<file path="src/sv/vn_pkg.sv">
`timescale 1ns / 1ps
package vn_pkg;
	localparam int ELEM_W = 31;
	localparam int OUT_W  = 18;
	localparam int SUM_W  = 64;
	localparam int ROOT_W = 32;

	// handoff from front to back: one closed vector and the RAM bank holding it
	typedef struct packed {
		logic [SUM_W-1:0] sum;
		logic             ovf;
		logic             bank;
	} vn_job_t;
endpackage

</file>
<file path="src/sv/vn_front.sv">
`timescale 1ns / 1ps
module vn_front #(
	parameter int MAX_LEN = 4,
	parameter int CW = 3,
	parameter int AW = 2
) (
	input  logic                              clk,
	input  logic                              arst_n,
	input  logic                              in_valid,
	output logic                              in_ready,
	input  logic signed [vn_pkg::ELEM_W-1:0]  element,
	input  logic                              is_final,
	output logic                              job_valid,
	input  logic                              job_ready,
	output vn_pkg::vn_job_t                   job,
	output logic [CW-1:0]                     job_count,
	output logic                              wr_en,
	output logic [AW:0]                       wr_addr,
	output logic [vn_pkg::ELEM_W-1:0]         wr_data
);
	logic [CW-1:0]              count_q;
	logic [vn_pkg::SUM_W-1:0]   sum_q;
	logic                       ovf_q;
	logic                       bank_q;
	logic                       job_valid_q;
	vn_pkg::vn_job_t            job_q;
	logic [CW-1:0]              job_count_q;
	logic [vn_pkg::ELEM_W-1:0]  mag;
	logic [vn_pkg::SUM_W-1:0]   sq;
	logic [vn_pkg::SUM_W:0]     sum_add;
	logic                       take, room;
	logic [vn_pkg::SUM_W-1:0]   nsum;
	logic                       novf;

	function automatic logic [vn_pkg::ELEM_W-1:0] ELEM_W_NEG(
		input logic [vn_pkg::ELEM_W-1:0] v);
		ELEM_W_NEG = ~v + 1'b1;
	endfunction

	// stall while a closed vector waits for the back end
	assign in_ready  = !job_valid_q;
	assign take      = in_valid && in_ready;
	assign room      = count_q < CW'(MAX_LEN);
	assign mag       = element[vn_pkg::ELEM_W-1] ? ELEM_W_NEG(element) : element;
	assign sq        = {33'd0, mag} * {33'd0, mag};
	assign sum_add   = {1'b0, sum_q} + {1'b0, sq};
	assign wr_en     = take && room;
	// fill one bank while the back end reads the other
	assign wr_addr   = {bank_q, count_q[AW-1:0]};
	assign wr_data   = element;
	assign job_valid = job_valid_q;
	assign job       = job_q;
	assign job_count = job_count_q;

	always_comb begin
		nsum = sum_q;
		novf = ovf_q;
		if (room) begin
			if (sum_add[vn_pkg::SUM_W]) begin
				nsum = '1;
				novf = 1'b1;
			end else begin
				nsum = sum_add[vn_pkg::SUM_W-1:0];
			end
		end else begin
			novf = 1'b1;
		end
	end

	always_ff @(posedge clk or negedge arst_n) begin
		if (!arst_n) begin
			count_q     <= '0;
			sum_q       <= '0;
			ovf_q       <= 1'b0;
			bank_q      <= 1'b0;
			job_valid_q <= 1'b0;
		end else begin
			if (job_valid_q && job_ready) job_valid_q <= 1'b0;
			if (take) begin
				if (is_final) begin
					job_valid_q <= 1'b1;
					count_q     <= '0;
					sum_q       <= '0;
					ovf_q       <= 1'b0;
					bank_q      <= ~bank_q;
				end else begin
					if (room) count_q <= count_q + 1'b1;
					sum_q <= nsum;
					ovf_q <= novf;
				end
			end
		end
	end

	always_ff @(posedge clk) begin
		if (take && is_final) begin
			job_q.sum   <= nsum;
			job_q.ovf   <= novf;
			job_q.bank  <= bank_q;
			job_count_q <= room ? count_q + 1'b1 : count_q;
		end
	end

	assert property (@(posedge clk) disable iff (!arst_n) count_q <= CW'(MAX_LEN))
		else $error("count past capacity");
	assert property (@(posedge clk) disable iff (!arst_n)
		take && is_final |=> job_valid_q && count_q == '0)
		else $error("vector not closed");
	assert property (@(posedge clk) disable iff (!arst_n) job_valid_q |-> !in_ready)
		else $error("accepted while job pending");
endmodule

</file>
<file path="src/sv/vn_ram.sv">
`timescale 1ns / 1ps
module vn_ram #(
	parameter int WIDTH = 31,
	parameter int DEPTH = 4,
	parameter int AW = 2
) (
	input  logic             clk,
	input  logic             wr_en,
	input  logic [AW-1:0]    wr_addr,
	input  logic [WIDTH-1:0] wr_data,
	input  logic [AW-1:0]    rd_addr,
	output logic [WIDTH-1:0] rd_data
);
	logic [WIDTH-1:0] mem_q [DEPTH];
	always_ff @(posedge clk) begin
		if (wr_en) mem_q[wr_addr] <= wr_data;
		rd_data <= mem_q[rd_addr];
	end
endmodule

</file>
<file path="src/sv/vn_back.sv">
`timescale 1ns / 1ps
module vn_back #(
	parameter int MAX_LEN = 4,
	parameter int CW = 3,
	parameter int AW = 2
) (
	input  logic                              clk,
	input  logic                              arst_n,
	input  logic                              job_valid,
	output logic                              job_ready,
	input  vn_pkg::vn_job_t                   job,
	input  logic [CW-1:0]                     job_count,
	output logic [AW:0]                       rd_addr,
	input  logic [vn_pkg::ELEM_W-1:0]         rd_data,
	output logic                              out_valid,
	input  logic                              out_ready,
	output logic signed [vn_pkg::OUT_W-1:0]   unit_component,
	output logic                              end_of_vector,
	output logic                              zero_length,
	output logic                              overflowed
);
	localparam logic [2:0] ST_IDLE = 3'd0;
	localparam logic [2:0] ST_ROOT = 3'd1;
	localparam logic [2:0] ST_READ = 3'd2;
	localparam logic [2:0] ST_DIV  = 3'd3;
	localparam logic [2:0] ST_OUT  = 3'd4;
	localparam int QW = 48; // |c|<<16 fits in 47 bits

	logic [2:0]               state_q;
	logic [vn_pkg::SUM_W-1:0] rem_q;
	logic [vn_pkg::ROOT_W-1:0] root_q;
	logic [5:0]               step_q;
	logic [CW-1:0]            n_q, idx_q;
	logic                     ovf_q;
	logic                     bank_q;
	logic [QW-1:0]            dvd_q;
	logic [vn_pkg::ROOT_W:0]  drem_q;
	logic                     neg_q;
	logic                     out_valid_q;
	logic signed [vn_pkg::OUT_W-1:0] res_q;
	logic                     eov_q, zero_q, oflag_q;
	logic [vn_pkg::ROOT_W+1:0] trial;
	logic [vn_pkg::ROOT_W+1:0] dtry;
	logic [vn_pkg::ROOT_W:0]   dshift;
	logic [vn_pkg::ELEM_W-1:0] cmag;
	logic [16:0]               qclamp;
	logic [vn_pkg::ROOT_W+1:0] rtop_q;
	logic [vn_pkg::ROOT_W+2:0] rdiff;

	assign job_ready      = state_q == ST_IDLE;
	assign rd_addr        = {bank_q, idx_q[AW-1:0]};
	assign out_valid      = out_valid_q;
	assign unit_component = res_q;
	assign end_of_vector  = eov_q;
	assign zero_length    = zero_q;
	assign overflowed     = oflag_q;

	// restoring root: two radicand bits a cycle
	assign trial = {root_q, 2'b01};
	assign rdiff = {rtop_q[vn_pkg::ROOT_W:0], rem_q[vn_pkg::SUM_W-1 -: 2]} - {1'b0, trial};
	assign dshift = {drem_q[vn_pkg::ROOT_W-1:0], dvd_q[QW-1]};
	assign dtry  = {1'b0, dshift} - {2'b00, root_q};
	assign cmag  = rd_data[vn_pkg::ELEM_W-1] ? ~rd_data + 1'b1 : rd_data;
	assign qclamp = (dvd_q > 48'd65536) ? 17'd65536 : dvd_q[16:0];

	always_ff @(posedge clk or negedge arst_n) begin
		if (!arst_n) begin
			state_q     <= ST_IDLE;
			out_valid_q <= 1'b0;
			step_q      <= '0;
		end else begin
			case (state_q)
				ST_IDLE: if (job_valid) begin
					rem_q   <= job.sum;
					rtop_q  <= '0;
					root_q  <= '0;
					ovf_q   <= job.ovf;
					bank_q  <= job.bank;
					n_q     <= job_count;
					idx_q   <= '0;
					step_q  <= '0;
					state_q <= job_count == '0 ? ST_IDLE : ST_ROOT;
				end
				ST_ROOT: begin
					rem_q <= {rem_q[vn_pkg::SUM_W-3:0], 2'b00};
					if (!rdiff[vn_pkg::ROOT_W+2]) begin
						rtop_q <= rdiff[vn_pkg::ROOT_W+1:0];
						root_q <= {root_q[vn_pkg::ROOT_W-2:0], 1'b1};
					end else begin
						rtop_q <= {rtop_q[vn_pkg::ROOT_W-1:0], rem_q[vn_pkg::SUM_W-1 -: 2]};
						root_q <= {root_q[vn_pkg::ROOT_W-2:0], 1'b0};
					end
					step_q <= step_q + 1'b1;
					if (step_q == 6'd31) state_q <= ST_READ;
				end
				ST_READ: begin
					// RAM read data is registered; wait for it, then load dividend
					step_q  <= '0;
					state_q <= ST_DIV;
				end
				ST_DIV: begin
					if (step_q == '0) begin
						dvd_q  <= {1'b0, cmag, 16'd0};
						drem_q <= '0;
						neg_q  <= rd_data[vn_pkg::ELEM_W-1];
						step_q <= 6'd1;
					end else begin
						if (!dtry[vn_pkg::ROOT_W+1]) begin
							drem_q <= dtry[vn_pkg::ROOT_W:0];
							dvd_q  <= {dvd_q[QW-2:0], 1'b1};
						end else begin
							drem_q <= dshift;
							dvd_q  <= {dvd_q[QW-2:0], 1'b0};
						end
						step_q <= step_q + 1'b1;
						if (step_q == 6'(QW)) state_q <= ST_OUT;
					end
				end
				ST_OUT: if (!out_valid_q || out_ready) begin
					out_valid_q <= 1'b1;
					res_q   <= root_q == '0 ? '0 :
						(neg_q ? -$signed({1'b0, qclamp}) : $signed({1'b0, qclamp}));
					eov_q   <= idx_q + 1'b1 == n_q;
					zero_q  <= root_q == '0;
					oflag_q <= ovf_q;
					idx_q   <= idx_q + 1'b1;
					state_q <= (idx_q + 1'b1 == n_q) ? ST_IDLE : ST_READ;
				end
				default: state_q <= ST_IDLE;
			endcase
			if (out_valid_q && out_ready && !(state_q == ST_OUT)) out_valid_q <= 1'b0;
		end
	end

	assert property (@(posedge clk) disable iff (!arst_n) out_valid_q && zero_q |-> res_q == '0)
		else $error("zero-length beat carries a value");
	assert property (@(posedge clk) disable iff (!arst_n) state_q == ST_OUT |-> idx_q < n_q)
		else $error("index past vector");
	assert property (@(posedge clk) disable iff (!arst_n)
		state_q != ST_IDLE |-> n_q <= CW'(MAX_LEN))
		else $error("job longer than capacity");
	assert property (@(posedge clk) disable iff (!arst_n)
		out_valid_q && !out_ready |=> out_valid_q)
		else $error("result dropped");
endmodule

</file>
<file path="src/sv/vector_normalize_core.sv">
`timescale 1ns / 1ps
// vector_normalize_core: Euclidean normalization of a vector; unit components in signed Q2.16.
// Input channel in_valid/in_ready carries one component a beat with
// is_final closing the vector. Output channel out_valid/out_ready carries
// one unit component a beat; end_of_vector marks the last one, zero_length
// and overflowed repeat on every beat of a vector.
// The front end takes components at one a cycle, stores up to MAX_LEN in one
// bank of a two-bank RAM and keeps a saturating 64-bit sum of squares.
// Components past MAX_LEN are dropped and flag overflow. Closing a vector
// hands one job to the back end through a one-entry queue and flips the
// bank; the front stalls only while that slot is full.
// The back end takes the job, runs a restoring square root (two radicand
// bits a cycle), then per component does a RAM read, a dividend load, a
// restoring division and an output step. It accepts the next job only
// once the last beat of the current vector has gone into the output register.
// A stalled receiver holds the output register and stops the back end at its output step;
// the front keeps collecting the next vector into the other bank. Reset
// clears all control state; the RAM holds no reset value and is read only
// after writing.
module vector_normalize_core #(
	parameter int MAX_LEN = 4
) (
	input  logic                              clk,
	input  logic                              arst_n,
	input  logic                              in_valid,
	output logic                              in_ready,
	input  logic signed [vn_pkg::ELEM_W-1:0]  element,
	input  logic                              is_final,
	output logic                              out_valid,
	input  logic                              out_ready,
	output logic signed [vn_pkg::OUT_W-1:0]   unit_component,
	output logic                              end_of_vector,
	output logic                              zero_length,
	output logic                              overflowed
);
	localparam int CW = $clog2(MAX_LEN + 1);
	localparam int AW = (MAX_LEN > 1) ? $clog2(MAX_LEN) : 1;

	logic                      job_valid, job_ready;
	vn_pkg::vn_job_t           job;
	logic [CW-1:0]             job_count;
	logic                      wr_en;
	logic [AW:0]               wr_addr, rd_addr;
	logic [vn_pkg::ELEM_W-1:0] wr_data, rd_data;

	vn_front #(.MAX_LEN(MAX_LEN), .CW(CW), .AW(AW)) u_front (
		.clk, .arst_n, .in_valid, .in_ready, .element, .is_final,
		.job_valid, .job_ready, .job, .job_count, .wr_en, .wr_addr, .wr_data
	);

	// two banks: bank bit on top of the component index
	vn_ram #(.WIDTH(vn_pkg::ELEM_W), .DEPTH(2 ** (AW + 1)), .AW(AW + 1)) u_ram (
		.clk, .wr_en, .wr_addr, .wr_data, .rd_addr, .rd_data
	);

	vn_back #(.MAX_LEN(MAX_LEN), .CW(CW), .AW(AW)) u_back (
		.clk, .arst_n, .job_valid, .job_ready, .job, .job_count, .rd_addr, .rd_data,
		.out_valid, .out_ready, .unit_component, .end_of_vector, .zero_length,
		.overflowed
	);
endmodule

</file>
<file path="config.mk">
export PLATFORM = sky130hd
export DESIGN_NAME = vector_normalize_core
export DESIGN_NICKNAME = d
export VERILOG_FILES = /design/src/sv/vn_pkg.sv /design/src/sv/vn_front.sv /design/src/sv/vn_ram.sv /design/src/sv/vn_back.sv /design/src/sv/vector_normalize_core.sv
export SDC_FILE = /design/constraint.sdc
export NUM_CORES = 2
export LEC_CHECK = 0
export BUFFER_PORTS_ARGS = -buffer_cell sky130_fd_sc_hd__buf_2
export CAP_MARGIN = 20
export CORE_ASPECT_RATIO = 0.9
export CORE_UTILIZATION = 45
export CTS_CLUSTER_SIZE = 30
export DETAILED_ROUTE_END_ITERATION = 8
export GPL_TIMING_DRIVEN = 0
export PLACE_DENSITY_LB_ADDON = 0.15
export SYNTH_ARGS = -nofsm -noshare
export SYNTH_HDL_FRONTEND = slang
export SYNTH_SLANG_ARGS = --single-unit
</file>
<file path="constraint.sdc">
create_clock -name clk -period 7.5 [get_ports clk]
set_input_delay 1.875 -clock clk [delete_from_list [all_inputs] [get_ports clk]]
set_output_delay 1.875 -clock clk [all_outputs]
set_load 0.02 [all_outputs]
</file>
==> impl_metrics.tcl <==
set metrics [dict create \
    cts_tree "done" \
    route.detailed.drc 0 \
    clk_path_buf_depth 3 \
    drive_above_1_share_pct 17.0 \
    crit_arrival_ns 11.94 \
    route.vias.total 41400 \
    grt_max_degree 75 \
    routabilityCongestion 0.977 \
    synth_edf_count 556 \
    cts.sinks 667 \
    fin_ws_ns -4.09 \
    avgSynthCellArea_um2 10.8 \
    overflow 0 \
    final_util_pct 53.2 \
    final_cells 7682 \
    synthSimpleGateAreaFrac_pct 9.72 \
    clock_latency_ns 0.67 \
    setup_violations 130 \
    r2r_slack_ns 0.55 \
    maxSlewHeadroom_pct 19.8 \
    die_w_um 385 \
    wl_mm 182 \
    cpPeakStageDelay_ns 0.63 \
    grt.total_usage_pct 27.7 \
    cts-root-buf "clkbuf_16" \
    netlist_area_mm2 0.0593 \
    period_needed_ns 11.59 \
    antenna_left 0 \
    r2r-start "u_front.sum_q[17]" \
    yosysUniqueCellTypes 88 \
    muxShareOfSynthArea_pct 3.81 \
    htree_levels 3 \
    synth_area_leaders "edfxtp_1 (28%), fa_1 (27%), ha_1 (7.3%)" \
    finalHoldViolations 0 \
    worstHoldStart "u_front.job[0]" \
    post_drt_via_cell_ratio 5.39 \
    yosysWarnings 0 \
    max_cap_violations 0 \
    synth_compound_area_share_pct 8.13 \
    ios 59 \
    grt_pass1_wl_mm 274 \
    outcome "finished, violations left" \
    async_reset_ff_share_pct 12.0 \
    hold_slack_ns 0.422 \
    post_drt_wl_per_cell_um 23.7 \
    rows 126 \
    synthAdderAreaFrac_pct 34.2 \
    finClkSkew_ns 0.0608 \
    synth_top_family_by_area "adder cells" \
    hold_end "u_back.bank_q" \
    cpMostUsedCell "fa_2" \
    clk_pin_slew_worst_paths_ns 0.06 \
    hpwl_mm 143 \
    synth_xor_area_share_pct 3.15 \
    cts_made_buffers 72 \
    worstHoldPathCells 0 \
    chipHeight_um 346 \
    crit_required_ns 7.86 \
    max_freq_mhz 86.3 \
    yosysTopAreaCell "edfxtp_1" \
    crit_slowest_cell "fa_2" \
    antenna_found_initial 10 \
    start_util_pct 45.3 \
    seq_area_frac_synth_pct 32.6 \
    nets 7072 \
    io_buffers 58 \
    worstPathMaxFanout 5 \
    r2r-end "u_front.job[61]" \
    slew_violations 0 \
    dr.pass1.iters 6 \
    violations "negative setup slack" \
    tightest_slew_ns 1.20 \
    syn_inst 5518 \
    grt_pass1_vias 42800 \
    synth_top_flop_cell "edfxtp_1" \
    hold_class "reg -> reg" \
    start_kind "primary input" \
    fin_crit_sh_pct 154 \
    dp_cells 7376 \
    areaGrowthSynthToFinish_pct 17.4 \
    rsz0062_at_grt "yes" \
    core_area_mm2 0.131 \
    endpoint_kind "register" \
    reg2regPathDepth 23 \
    first_iter_violations 3731 \
    fp.dieArea_mm2 0.133 \
    synth-seq-cells 667 \
    netlist.area_leader.share_pct 28.1 \
    critPathKind "in -> reg" \
]
[worst max-delay path, delay by kind of cell]
kind                     cells  cell delay, ns
buffers and inverters        8            0.93
AND/OR/NAND/NOR              8            2.42
XOR/XNOR                     2            0.27
AO/OA/AOI/OAI               10            2.23
adder cells (fa/ha/maj)      9            4.19
[routing by layer]
metal  vias up  GRT usage [%]  routed length, µm
met3       251           5.48              15600
met1     21000           41.1              82000
met4        10           8.28               5960
met5         -              0                 63
li1      18700              -                  -
met2      1472           41.0              78400
[cell type report]
cell class                      count  area (µm²)
Fill cell                       11500       61300
Multi-Input combinational cell   3556       37600
Sequential cell                   667       19300
Inverter                         1113        4240
Timing Repair Buffer              296        2750
Tap cell                         1728        2160
Clock buffer                       98        2010
Buffer                            187        1150
Clock inverter                     34         378
Antenna cell                        3        7.51
[timing repair]
action	4_1_cts	5_1_grt
setup endpoints to repair	130	130
gates resized for setup	464	212
hold buffers	0	0
cloned	6	1
buffers inserted	142	53
pin swaps	219	133
[cell usage after synthesis, types with 25 or more instances]
cell type / number
clkbuf_1: 170
nand4_1: 25
o21a_1: 34
o31ai_1: 26
ha_1: 344
xor2_1: 99
and2_1: 37
nand2b_1: 25
nand2_1: 597
xnor2_1: 111
o22a_1: 38
nor3_1: 38
dfxtp_1: 31
a21oi_1: 170
o21ai_0: 133
edfxtp_1: 556
nor2_1: 430
dfrtp_1: 80
a22o_1: 34
mux4_2: 62
mux2i_1: 49
a21o_1: 64
a211oi_1: 28
inv_1: 1099
nor4_1: 31
fa_1: 799
mux2_2: 33
nand3_1: 39
[flip-flops by register name, summed over array words and instances (netlist names), 3 cells and up]
signal and count:
u_back.rem_q 64, u_back.unit_component 18, u_ram.rd_data 31, u_back.n_q 3
u_back.idx_q 3, u_back.rtop_q 33, u_back.root_q 32, u_back.dvd_q 48
u_front.job_count 3, u_front.sum_q 64, u_back.drem_q 32, u_ram.mem_q 248
u_front.job 66, u_back.state_q 3, u_front.count_q 3, u_back.step_q 6
[worst max path at each step]
| stage | from | end | slack [ns] | cells past startpoint |
|---|---|---|---|---|
| after floorplan | element[9] | u_front.job[61] | -3.65 | 36 |
| after global placement | element[0] | u_front.job[61] | -7.25 | 36 |
| after detailed placement | element[0] | u_front.job[61] | -6.78 | 36 |
| final | element[9] | u_front.job[57] | -4.09 | 37 |
| after global routing | element[9] | u_front.sum_q[59] | -4.30 | 39 |
| after CTS | element[9] | u_front.job[65] | -4.08 | 38 |
[per-stage QoR]
step,setup TNS (ns),cell area (µm²),setup WS [ns]
after global placement,-1345.22,62300,-7.25
after detailed placement,-842.44,63100,-6.78
after floorplan,-445.75,59900,-3.65
final,-499.90,69700,-4.09
after CTS,-496.64,68600,-4.08
after global routing,-523.49,69700,-4.30
[cell families after synthesis]
kind of cell,count (synthesis)
fa+ha+maj,1143
mux,144
compound gates,704
other cells,2
xor+xnor,212
buf+inv,1317
flops,667
simple gates,1329
[cell usage in the layout (no fill, tap or decap), types with 82 or more instances in the layout]
cell type	Yosys	final
inv_1	1099	1054
fa_1	799	745
nand2_1	597	571
edfxtp_1	556	556
nor2_1	430	381
ha_1	344	310
buf_4	2	152
a21oi_1	170	133
clkbuf_1	170	123
o21ai_0	133	109
xor2_1	99	87
xnor2_1	111	82
Power is left out: the tool's default activity adds up to more than one toggle a clock period on the data nets, which glitch-free logic cannot reach.
